**config.mk**
```make
export PLATFORM = sky130hd
export DESIGN_NAME = gastar_ram
export DESIGN_NICKNAME = d
export VERILOG_FILES = /design/src/design/grid_astar_path_search_core_defines.svh /design/src/design/gastar_ram.sv
export SDC_FILE = /design/constraint.sdc
export NUM_CORES = 1
export LEC_CHECK = 0
export BUFFER_PORTS_ARGS = -buffer_cell sky130_fd_sc_hd__buf_2
export CELL_PAD_IN_SITES_DETAIL_PLACEMENT = 1
export CELL_PAD_IN_SITES_GLOBAL_PLACEMENT = 2
export CORE_ASPECT_RATIO = 0.5
export CORE_MARGIN = 10
export CORE_UTILIZATION = 47
export CTS_CLUSTER_DIAMETER = 50
export CTS_CLUSTER_SIZE = 14
export DETAILED_ROUTE_END_ITERATION = 10
export HOLD_SLACK_MARGIN = 0.15
export PLACE_DENSITY = 0.8
export SKIP_CTS_REPAIR_TIMING = 1
export SLEW_MARGIN = 20
export SYNTH_ARGS = -nofsm -noshare
export SYNTH_HDL_FRONTEND = slang
export SYNTH_SLANG_ARGS = --single-unit
```
**constraint.sdc**
```tcl
create_clock -name clk -period 2 [get_ports clk]
set_input_delay 0.3 -clock clk [delete_from_list [all_inputs] [get_ports clk]]
set_output_delay 0.3 -clock clk [all_outputs]
set_load 0.03 [all_outputs]
```
**src/design/grid_astar_path_search_core_defines.svh**
```systemverilog
// Assertion macros used by the grid path search top level.
`ifndef GRID_ASTAR_PATH_SEARCH_CORE_DEFINES_SVH
`define GRID_ASTAR_PATH_SEARCH_CORE_DEFINES_SVH

`ifndef SYNTHESIS
`define GASTAR_ASSERT_IMP(lbl, ante, cons) \
  lbl: assert property (@(posedge clk) disable iff (rst) (ante) |-> (cons)) \
    else $error("assertion failed: same-cycle check");
`define GASTAR_ASSERT_NEXT(lbl, ante, cons) \
  lbl: assert property (@(posedge clk) disable iff (rst) (ante) |=> (cons)) \
    else $error("assertion failed: next-cycle check");
`else
`define GASTAR_ASSERT_IMP(lbl, ante, cons)
`define GASTAR_ASSERT_NEXT(lbl, ante, cons)
`endif

`endif

```
**src/design/gastar_ram.sv**
```systemverilog
// Generic RAM with one write port and two registered read ports.
module gastar_ram #(
  parameter int WIDTH = 8,
  parameter int DEPTH = 16
) (
  input  logic                     clk,
  input  logic                     wr_en,
  input  logic [$clog2(DEPTH)-1:0] wr_addr,
  input  logic [WIDTH-1:0]         wr_data,
  input  logic [$clog2(DEPTH)-1:0] rd_addr_a,
  output logic [WIDTH-1:0]         rd_data_a,
  input  logic [$clog2(DEPTH)-1:0] rd_addr_b,
  output logic [WIDTH-1:0]         rd_data_b
);

  logic [WIDTH-1:0] mem [DEPTH];

  always_ff @(posedge clk) begin
    if (wr_en) begin
      mem[wr_addr] <= wr_data;
    end
    rd_data_a <= mem[rd_addr_a];
    rd_data_b <= mem[rd_addr_b];
  end

endmodule

```
======== After elaboration in Yosys (flattened, before gate mapping) ========
Memory sizes are Yosys's and may differ from the RTL's. A register that Yosys moved wholly into a read port is not among the register bits.
Index checks and enable logic that the tools add are counted.
storage, ports and cells
  memories kept ........................... 1
  logic and storage cells ................. 3
  output and inout port bits .............. 16
  flip-flop bits (word level) ............. 0
  RAM bits ................................ 128
operators by class
  muxes and demuxes ....................... 2
memory list
  name  words  bits a word  rd ports  clocked after Yosys merged registers in  wr ports  line              source
  mem   16     8            2         2                                        1         gastar_ram.sv:16  logic [WIDTH-1:0] mem [DEPTH];
operators by type and width
  kind    number
  $mux 1  2

======== Longest topological paths before layout ========
Gate-level depths: netlist (run 1).
  word-level depth ........................ 2
  mapped depth ............................ 5
  gate-level depth less buffers ........... 3

======== Worst setup path before layout (run 1) ========
OpenSTA, ideal clock, no wires.
  path kind ............................... input port to flip-flop
  from .................................... input wr_addr[2]
  to ...................................... memory mem[0][0] (enable)
  cell stages on the path ................. 2
  buffers on the path ..................... 0
  arrival time ............................ 1.410 ns
  path slack .............................. 0.207 ns
  data required time ...................... 1.617 ns
  library setup time ...................... 0.383 ns
  cells stage by stage .................... or3b_2 -> nor3_1
RTL lines
  what         line              source
  from (decl)  gastar_ram.sv:8   input logic [$clog2(DEPTH)-1:0] wr_addr,
  to (decl)    gastar_ram.sv:16
Straight into the memory's write port.

==> impl_summary.md, run 1 <==
Run status
The run finished with clean final reports.

GRT
The number of antenna violations at the first check in global routing is 0. The largest net degree at the start of global routing is 33. The total overflow left after global routing is 0. The first-pass GRT wire length is between 20000 and 30000 µm. The number of global-route vias before repair is between 3k and 4k. Across every metal layer, demand over resource in global routing totals 18.6%.

Critical path
Data on the critical path is required at its endpoint by 2.27 ns. The launching point of the worst reg2reg path is mem[9][3]. The origin of the worst setup path is mem[9][3].

The buffers plus inverters on the worst setup path is 0. The nature of the critical path endpoint is a register. The standard cell with the maximum stage delay on the critical path is mux4_1. The maximum fanout along the worst path is 2. The kind of launch point of the worst setup path is a register. The type of the worst setup path is register to register. On the worst path, the slowest cell contributes a delay of 0.54 ns. The critical path goes through mux4_1 > a22oi_1 > nand2_1.

The largest delay contributor family on the critical path is multiplexers. At the worst endpoint, the arrival time is 1.90 ns.

STA
The minimum setup slack in the final design is about 0.37 ns. The final critical path takes up around four fifths of the cycle. The number of slew-limit violations in the final report was 0. Setup repair after global routing left no endpoint under its margin. The smallest clock period supported by the final layout is computed as around 1.6 ns. On the final layout, the worst clock skew is 0.00821 ns. The worst-case headroom to the max-slew limit is about two thirds. At the pin with the least slew margin, the transition time is between 0.5 and 0.6 ns. The final number of hold-violating endpoints is 0. For the final routed database, the setup TNS stands at 0 ns. Static timing analysis puts the maximum clock frequency at about 0.62 GHz. On the final layout, the worst hold slack is 0.289 ns. The final setup violation count is 0.

Final layout
The net count of the finished layout is 394. The share of cells above drive strength 1 is approximately 34%. The area overhead of the layout relative to synthesis is 17.9%. The number of diodes added for antenna fixing is 0. The top cell types in the final layout, fill and taps aside, are 128 x edfxtp_1, 37 x buf_2, 34 x mux4_2. The commonest non-fill, non-tap cell in the layout is edfxtp_1. After filler insertion, the fill cell instance count of the layout stands at approximately 1.1k.

Floorplan
The number of rows created at floorplan is 29. The die covers about 0.019 mm². Once the floorplan was initialized, standard cells occupied 49.1% of the core.

Measured along the x axis, the die boundary spans 184 µm. The area inside the core boundary is roughly 0.013 mm². The total I/O pin count is 38. In this run the vertical extent of the chip is 102 µm.

Clock network
TritonCTS built the clock tree. Counting every sink on the clock net gives about 140. At the later pin of the worst-skew pair, clock insertion delay measures between 0.4 and 0.5 ns. The clock slew seen by the registers of the worst setup and hold paths is around 0.06 ns. The H-tree generated during clock tree synthesis spans 4 levels. In this run, CTS created clock tree buffers numbering 17.

The root buffer cell chosen for the clock tree is clkbuf_16. The maximum clock path buffer count is 2.

Pwr
For this design the static power due to leakage is roughly 2.6 nW. In this run the power density over the cells is 997 mW/mm². The maximum ir drop on the vdd rail is roughly 0.00059 V.

Detailed routing
The detailed-routing iteration count for the pre-antenna-repair pass is 5. The count of antenna-violating nets left after detailed routing is 0. After detailed routing, the average wire length per cell comes to between 30 and 40 µm. Summed over all layers, the routed wires come to 16800 µm. After detailed routing, the number of remaining DRC violations is 0. Summing over every cut layer, the via total after detailed routing is roughly 3.5k. The average vias per placed instance is between 6 and 7. In this run, the number of DRC markers left after iteration 0 of detailed routing was roughly 310.

Place
The count of input and output buffers is 37. The worst setup slack after placement is approximately 0.066 ns. The routability congestion estimate is about 0.8.

Once detailed placement completed, the half-perimeter wirelength came to about 11000 µm.

Flow run
The number of maximum-capacitance violations is 0.

Yosys
The gate count after technology mapping is between 300 and 400. Averaged over all synthesized cells, the footprint is between 20 and 25 µm². The netlist area before placement is about 0.0063 mm². Yosys attributes the largest share of cell area to edfxtp_1 61%, mux4_2 12%, mux4_1 12%. In this run, synthesis produced a sequential element count of ~140.

The number of warnings reported in the yosys synthesis log is 0. After synthesis, the largest area contributor takes up just over 60% of total cell area. The share of the Yosys chip area taken by registers is 65.6%. The largest area contributor in the netlist is edfxtp_1. The distinct cell type count after synthesis is 20. Counting every net in the synthesized netlist gives 329.

Hold path
The worst hold path startpoint is wr_data[1]. The tightest min-delay check is of the input pin to register type.
report_power, final:
part	leakage (nW)	total, mW	switching (mW)	internal (mW)
clock	0.306	3.43	1.22	2.21
sequential	1.29	3.41	0.0400	3.37
combinational	1.03	0.618	0.370	0.248
synth_stat cells:
library cell	number
edfxtp_1	128
mux4_2	34
a22oi_1	32
mux4_1	28
nand2_1	17
dfxtp_1	16
nor2_1	14
buf_2	6
buf_6	6
clkdlybuf4s25_2	6
nor3_1	4
and2_1	2
and2b_1	2
buf_4	2
mux4_4	2
nand2b_1	2
nand3b_1	2
nor2b_1	2
nand3_1	1
or3b_2	1
sequential cells by signal (all words and copies together) (netlist names):
register,cells
mem,128
rd_data_b,8
rd_data_a,8
path summary, 6_finish.rpt:
kind,to,slack [ns],depth (start not counted)
worst max-delay path,rd_data_b[3],0.37,3
worst max register to register,rd_data_b[3],0.37,3
worst min-delay path,mem[8][1],0.29,1
worst min register to register,rd_data_b[0],0.72,3
per-stage QoR:
stage	std cells	utilization, %	cell area, µm²	power (mW)
after floorplan	307	-	6350	3.83
after global placement	523	52.9	6840	4.05
after detailed placement	523	52.9	6840	4.08
after CTS	555	57.9	7480	7.50
after global routing	555	57.9	7480	7.69
final	555	57.9	7480	7.46
worst reg2reg max path, cell delays in order (launching register included):
cell	delay, ns
edfxtp_1	0.39
mux4_1	0.54
a22oi_1	0.43
nand2_1	0.13
logic make-up (layout without fill, tap and decap cells):
logic type	count (synthesis)	after routing	share of synthesized area, %
flops	144	144	65.6
mux	64	64	24.4
simple gates	47	47	3.43
compound gates	32	32	3.79
buf+inv	20	98	2.72
area by class of cell:
type / count / area (µm²) / area share (%)
Sequential cell: 144 / 4160 / 55.7
Clock buffer: 18 / 429 / 5.74
Clock inverter: 14 / 213 / 2.84
Multi-Input combinational cell: 143 / 2010 / 26.9
Tap cell: 170 / 213 / 2.84
Timing Repair Buffer: 66 / 453 / 6.05
per-layer routing:
layer / vias to the layer above / track usage [%] / wire length, µm
met5: - / 0 / 0
met4: 0 / 7.13 / 170
met3: 19 / 5.77 / 1340
met2: 146 / 30.1 / 8360
met1: 1898 / 23.3 / 6940
li1: 1475 / - / -
Power figures use the tool's default switching activity.
==> run 2, diff against run 1 <==
Clock period 2 ns to 1.5 ns, I/O delays scaled along.
==> impl_summary.md, run 2 (same netlist as run 1, synthesis figures left out) <==
Final layout
The area overhead of the layout relative to synthesis is 20.6% (was 17.9%). The number of filler cells placed in the layout is 1134 (was 1125). The number of flip-flops under the largest register name is 128 (unchanged). The commonest non-fill, non-tap cell in the layout is edfxtp_1 (unchanged).

The share of cells above drive strength 1 is 39.8% (was 34.3%). Most frequent cells in the layout: 128 x edfxtp_1, 39 x buf_4, 37 x buf_2 (was 128 x edfxtp_1, 37 x buf_2, 34 x mux4_2). The most flop-heavy register is mem (unchanged).

The number of nets in the layout is 409 (was 394). Regs by FF count: mem (128), rd_data_a (8), rd_data_b (8) (unchanged). The area used by sequential logic in the layout is 0.00416 mm² (unchanged).

The final design utilization is 59.2% (was 57.9%). The multi-input combinational cell area is 0.00205 mm² (was 0.00201 mm²).

Detailed routing
The via count of the routed design is 3659 (was 3538). The average routed wire per standard cell was 30.5 µm (was 30.3 µm). The detailed-routing iteration count for the pre-antenna-repair pass is 5 (unchanged).

The final wirelength came to 17400 µm (was 16800 µm). The average vias per placed instance was 6.41 (was 6.37). The number of remaining DRC errors is 0 (unchanged). The first-iteration detailed-routing DRC count came to 368 (was 314). The count of antenna-violating nets left after detailed routing was 0 (unchanged).

Place
The routability congestion estimate was 0.830 (was 0.797). The count of input and output buffers is 37 (unchanged). The placed wire-length estimate after detailed placement is 11300 µm (was 11200 µm). The worst setup slack after placement is -0.271 ns (was 0.0664 ns).

Clock network
The maximum clock path buffer count was 2 (unchanged). The clock tree from TritonCTS was done (unchanged). The library cell used as clock root buffer is clkbuf_16 (unchanged). The insertion delay of the later-clocked pin in the worst-skew pair is 0.43 ns (was 0.42 ns). The total number of H-tree levels is 4 (unchanged).

The TritonCTS sink count came to 144 (unchanged). The number of CTS-inserted buffers came to 17 (unchanged). The clock slew seen by the registers of the worst setup and hold paths is 0.07 ns (was 0.06 ns).

Critical path
The arrival time at the worst endpoint is 1.80 ns (was 1.90 ns). The required time reported for the critical path endpoint is 1.79 ns (was 2.27 ns). The register-to-register setup slack is -0.007 ns (was 0.37 ns). The type of the worst setup path is register to register (unchanged).

The nature of the critical path endpoint is a register (unchanged). The kind of launch point of the worst setup path is a register (unchanged). The maximum fanout along the worst path is 2 (unchanged).

GRT
The total congestion overflow after global routing came to 0 (unchanged). The largest net degree at the start of global routing is 23 (was 33). The number of global-route vias before repair is 3862 (was 3835). The global-route usage over all layers was 19.1% (was 18.6%). The first-pass GRT wire length is 25600 µm (was 25000 µm). The number of antenna violations at the first check in global routing is 0 (unchanged).

STA
The worst-case headroom to the max-slew limit is 34.2% (was 65.6%). The measured slew at the worst slew-check pin is 0.985 ns (was 0.515 ns). The final setup violation count is 2 (was 0).

The highest clock rate came to 0.663 GHz (was 0.615 GHz). The number of slew-limit violations in the final report came to 0 (unchanged). The post-route fraction of the period consumed by the critical path is 100% (was 81.3%). The minimum setup slack in the final design is -0.00746 ns (was 0.374 ns). The clock skew is 0.0125 ns (was 0.00821 ns). Unrepaired setup endpoints after global routing: true (was false). The clock period minus worst slack was 1.51 ns (was 1.63 ns). The final number of hold-violating endpoints is 0 (unchanged).

Pwr
The power per cell area is 1320 mW/mm² (was 997 mW/mm²). The static leakage is 2.71 nW (was 2.62 nW). The overall power after layout was 10.1 mW (was 7.46 mW). The maximum ir drop on the vdd rail is 0.000613 V (was 0.000585 V).

Floorplan
The number of rows created at floorplan is 29 (unchanged). The starting density of the core came to 49.1% (unchanged). The total I/O pin count is 38 (unchanged). The area inside the core boundary is 0.0129 mm² (unchanged).

The full die area was 0.0188 mm² (unchanged). The width of the die came to 184 µm (unchanged). The vertical die dimension is 102 µm (unchanged).

Flow run
The number of maximum-capacitance violations is 0 (unchanged).

Run status
The final reports fail on setup timing. Outcome: finished with violations (was completed).

Hold path
The worst hold path class is input pin to register (unchanged).
==> run 2: cell types whose count changed in the layout (fill, tap and decap cells not counted), sizes merged <==
cell    change
clkinv      -3
diode       +1
buf        +15
bufinv      -1
inv         +4
==> run 2: worst max-delay path, cell delays in order, from the launching register on <==
cell and delay (ns):
edfxtp_1 0.39, mux4_4 0.62, a22oi_2 0.25, nand2_1 0.12
==> run 2: metrics by stage <==
step	hold WS, ns	cells	cell area, µm²	TNS, ns
2_1_floorplan	0.324	307	6350	0
3_3_place_gp	0.617	538	6970	-6.13
3_5_place_dp	0.641	538	6970	-6.86
4_1_cts	0.187	570	7610	-0.197
5_1_grt	0.202	570	7650	-0.131
6_report	0.204	571	7650	-0.0128
==> run 2: worst paths after layout <==
path | start | to | cells past startpoint
setup reg to reg | mem[0][0] | rd_data_a[0] | 3
setup / recovery | mem[0][0] | rd_data_a[0] | 3
hold / removal | wr_data[1] | mem[13][1] | 1
hold reg to reg | mem[4][3] | rd_data_a[3] | 3
==> run 2: routing by layer <==
metal  track usage, %  share of wire, %
met1             26.3                44
met4             5.57               1.2
met5                0                 0
met3             5.03               8.1
met2             29.5                47
==> run 2: power by group <==
group | internal [mW] | switching, mW | leakage (nW) | total, mW
clock network | 2.86 | 1.80 | 0.309 | 4.66
logic | 0.362 | 0.520 | 1.11 | 0.882
registers | 4.49 | 0.0474 | 1.29 | 4.53
==> run 2: area by class of cell <==
type,instances,area share (%)
Multi-Input combinational cell,143,26.8
Tap cell,170,2.78
Clock buffer,18,5.74
Timing Repair Buffer,81,7.55
Antenna cell,1,0.0327
Clock inverter,14,2.63
Sequential cell,144,54.4
==> run 3, diff against run 2 <==
Settings changed: ABC_AREA set to 1, CORE_UTILIZATION 47 to 38, PLACE_DENSITY 0.8 to 0.81.
==> impl_summary.md, run 3 <==
Run status
Outcome: completed (was finished with violations).

Final layout
The most flop-heavy register is mem (unchanged). Most frequent cells in the layout: 277 x nand2_1, 225 x nand3_1, 134 x inv_1 (was 128 x edfxtp_1, 39 x buf_4, 37 x buf_2). The area overhead of the layout relative to synthesis is 17.8% (was 20.6%). The final standard cell count with taps included and fillers excluded is 1192 (was 571).

The commonest non-fill, non-tap cell in the layout is nand2_1 (was edfxtp_1). Regs by FF count: mem (128), rd_data_a (8), rd_data_b (8) (unchanged). The final design area excluding fillers came to 0.00855 mm² (was 0.00765 mm²).

The number of nets in the layout is 942 (was 409). The number of diodes added for antenna fixing came to 0 (was 1). The number of flip-flops under the largest register name came to 128 (unchanged).

The share of cells above drive strength 1 is 14.1% (was 39.8%).

Critical path
The arrival time at the worst endpoint is 1.05 ns (was 1.80 ns). The path depth of the worst reg2reg path is 6 (was 3). The buffers plus inverters on the worst setup path is 1 (was 0).

The terminus of the critical flop-to-flop path is rd_data_a[2] (was rd_data_a[0]). The kind of launch point of the worst setup path is a register (unchanged). The maximum fanout along the worst path is 1 (was 2). The type of the worst setup path is register to output pin (was register to register). The standard cell with the maximum stage delay on the critical path is dfxtp_1 (was mux4_4). Cell-by-cell trace of the critical path: buf_2 (was mux4_4 > a22oi_2 > nand2_1).

The maximum cell stage delay along the critical path is 0.39 ns (was 0.62 ns). The launching point of the worst reg2reg path is mem[7][2] (was mem[0][0]). The nature of the critical path endpoint is an output pin (was register).

The required time reported for the critical path endpoint is 1.27 ns (was 1.79 ns). The largest delay contributor family on the critical path is flip-flops (was multiplexers). The register-to-register setup slack is 0.33 ns (was -0.007 ns).

Yosys
The netlist area before placement was 0.00726 mm² (was 0.00635 mm²). The sequential area share after synthesis came to 57.4% (was 65.6%). The mean instance size in the synthesized netlist is 8.53 µm² (was 20.7 µm²). The post-synthesis share of cell area spent on full adders, half adders and majority gates came to 0% (unchanged).

Most area-consuming cells after synthesis: edfxtp_1 53%, nand3_1 16%, nand2_1 14% (was edfxtp_1 61%, mux4_2 12%, mux4_1 12%). The total nets after synthesis was 873 (was 329). The gate count after technology mapping is 851 (was 307). The number of warnings reported in the yosys synthesis log is 0 (unchanged). The most used flip-flop cell after synthesis was edfxtp_1 (unchanged). The share of flip-flops with an asynchronous set or reset is 0% (unchanged). Most instantiated cells after synthesis: 277 x nand2_1, 225 x nand3_1, 134 x inv_1, 128 x edfxtp_1, 26 x buf_2 (was 128 x edfxtp_1, 34 x mux4_2, 32 x a22oi_1, 28 x mux4_1, 17 x nand2_1).

The number of storage elements in the synthesis netlist is 144 (unchanged). The number of enable flip-flop cells after synthesis was 128 (unchanged). The most frequent cell after synthesis was nand2_1 (was edfxtp_1). The portion of synthesized cell area occupied by the leading cell type is 52.9% (was 60.6%). The compound-gate portion of the synthesized area is 0% (was 3.79%). The distinct cell type count after synthesis is 13 (was 20). The largest family of logic cells by synthesized area is simple AND/OR/NAND/NOR gates (was multiplexers). The post-synthesis share of cell area spent on and, or, nand and nor gates is 30.9% (was 3.43%). The xor/xnor cell area share of the yosys netlist is 0% (unchanged). The multiplexer share of the synthesized area is 0% (was 24.4%).

The largest area contributor in the netlist is edfxtp_1 (unchanged).

Pwr
The portion of total power attributed to the clock network is 42.8% (was 46.2%). The power per cell area is 1160 mW/mm² (was 1320 mW/mm²). The maximum ir drop on the vdd rail was 0.000781 V (was 0.000613 V). The internal portion of total power is 7.27 mW (was 7.71 mW). The switching power is 2.62 mW (was 2.37 mW). The switching share of total power is 26.5% (was 23.5%). The logic gate share of total power is 11.4% (was 8.8%).

The portion of total power attributed to sequential cells was 45.8% (was 45.0%). The static leakage is 3.91 nW (was 2.71 nW). The overall power after layout is 9.89 mW (was 10.1 mW).

Clock network
The TritonCTS sink count is 144 (unchanged). The total number of H-tree levels is 4 (unchanged). The number of CTS-inserted buffers is 17 (unchanged). The insertion delay of the later-clocked pin in the worst-skew pair is 0.43 ns (about the same). The clock tree from TritonCTS is done (unchanged). The maximum clock path buffer count is 2 (unchanged).

The library cell used as clock root buffer is clkbuf_16 (unchanged). The clock slew seen by the registers of the worst setup and hold paths is 0.06 ns (was 0.07 ns).

Place
The routability congestion estimate is 0.807 (was 0.830). The total cell area at the placement stage is 0.00798 mm² (was 0.00697 mm²). The worst setup slack after placement is 0.0583 ns (was -0.271 ns). The count of input and output buffers was 37 (unchanged). The post-placement cell count is 1160 (was 538). The placed wire-length estimate after detailed placement is 17500 µm (was 11300 µm).

GRT
The largest net degree at the start of global routing is 65 (was 23). The total congestion overflow after global routing is 0 (unchanged). The global-route usage over all layers is 20.2% (was 19.1%).

The number of global-route vias before repair was 6543 (was 3862). The first-pass GRT wire length is 39300 µm (was 25600 µm). The number of antenna violations at the first check in global routing is 1 (was 0).

Detailed routing
The final wirelength is 25400 µm (was 17400 µm). The average vias per placed instance came to 5.21 (was 6.41). The number of remaining DRC errors is 0 (unchanged). The detailed-routing iteration count for the pre-antenna-repair pass is 5 (unchanged). The count of antenna-violating nets left after detailed routing was 0 (unchanged). The via count of the routed design is 6214 (was 3659).

The average routed wire per standard cell is 21.3 µm (was 30.5 µm). The first-iteration detailed-routing DRC count is 409 (was 368).

Floorplan
The number of rows created at floorplan is 35 (was 29). The width of the die is 215 µm (was 184 µm). The total I/O pin count is 38 (unchanged). The starting density of the core was 39.1% (was 49.1%).

The vertical die dimension came to 118 µm (was 102 µm). The area inside the core boundary is 0.0186 mm² (was 0.0129 mm²). The full die area is 0.0254 mm² (was 0.0188 mm²).

Hold path
The terminating pin of the worst hold path was mem[7][0] (was mem[13][1]). The worst hold path startpoint is wr_data[0] (was wr_data[1]). The instance count along the most critical hold path is 1 (unchanged).

The worst hold path class is input pin to register (unchanged).

STA
The minimum setup slack in the final design is 0.225 ns (was -0.00746 ns). The number of slew-limit violations in the final report was 0 (unchanged). The worst-case headroom to the max-slew limit is 70.9% (was 34.2%). The final number of hold-violating endpoints is 0 (unchanged). The clock period minus worst slack is 1.28 ns (was 1.51 ns). The highest clock rate is 0.784 GHz (was 0.663 GHz).

The measured slew at the worst slew-check pin is 0.436 ns (was 0.985 ns). The clock skew is 0.0111 ns (was 0.0125 ns). The setup TNS after final layout came to 0 ns (was -0.0128 ns).

The post-route fraction of the period consumed by the critical path is 85.0% (was 100%). The final setup violation count came to 0 (was 2). Unrepaired setup endpoints after global routing: false (was true).

Flow run
The number of maximum-capacitance violations is 0 (unchanged).
[run 3: changes by cell type after synthesis, sizes merged, moves of 4 or more]
cell,delta
a22oi,-32
buf,+31
clkdlybuf4s25,-6
inv,+138
mux4,-64
nand2,+260
nand3,+224
nor3,-4
[run 3: layer usage]
layer / GRT usage [%] / wire, µm
met5: 0 / 0
met4: 5.90 / 338
met3: 3.23 / 1500
met2: 32.4 / 11600
met1: 27.5 / 11900
[run 3: cell type report]
cell class | instances | area [µm²]
Tap cell | 259 | 324
Clock buffer | 19 | 433
Fill cell | 2234 | 10000
Clock inverter | 13 | 139
Timing Repair Buffer | 98 | 731
Inverter | 138 | 518
Sequential cell | 144 | 4160
Multi-Input combinational cell | 521 | 2240
[run 3: power by group through the flow]
stage               clock network (mW)  registers, mW  logic, mW
global route                      4.47           4.53       1.23
CTS                               4.31           4.52       1.13
finish                            4.23           4.52       1.13
global placement                     0           4.61       1.10
detailed placement                   0           4.61       1.12
floorplan                            0           4.70      0.565
[run 3: worst max-delay path by stage]
stage	start	to	slack [ns]	depth (start not counted)
after CTS	rd_data_a[6]	rd_data_a[6]	0.21	1
after detailed placement	wr_addr[3]	mem[4][0]	0.06	4
final	rd_data_a[6]	rd_data_a[6]	0.22	1
after floorplan	wr_addr[2]	mem[10][0]	0.32	2
after global placement	wr_addr[3]	mem[4][0]	0.08	4
after global routing	rd_data_a[6]	rd_data_a[6]	0.20	1
[run 3: cells by family after synthesis]
family        after synthesis
simple gates              521
buf+inv                   186
flops                     144
[run 3: stage by stage]
stage / util [%] / hold slack [ns]
global route: 46.1 / 0.217
global placement: 43.0 / 0.635
CTS: 46.1 / 0.198
detailed placement: 43.0 / 0.651
finish: 46.1 / 0.208
floorplan: - / 0.324
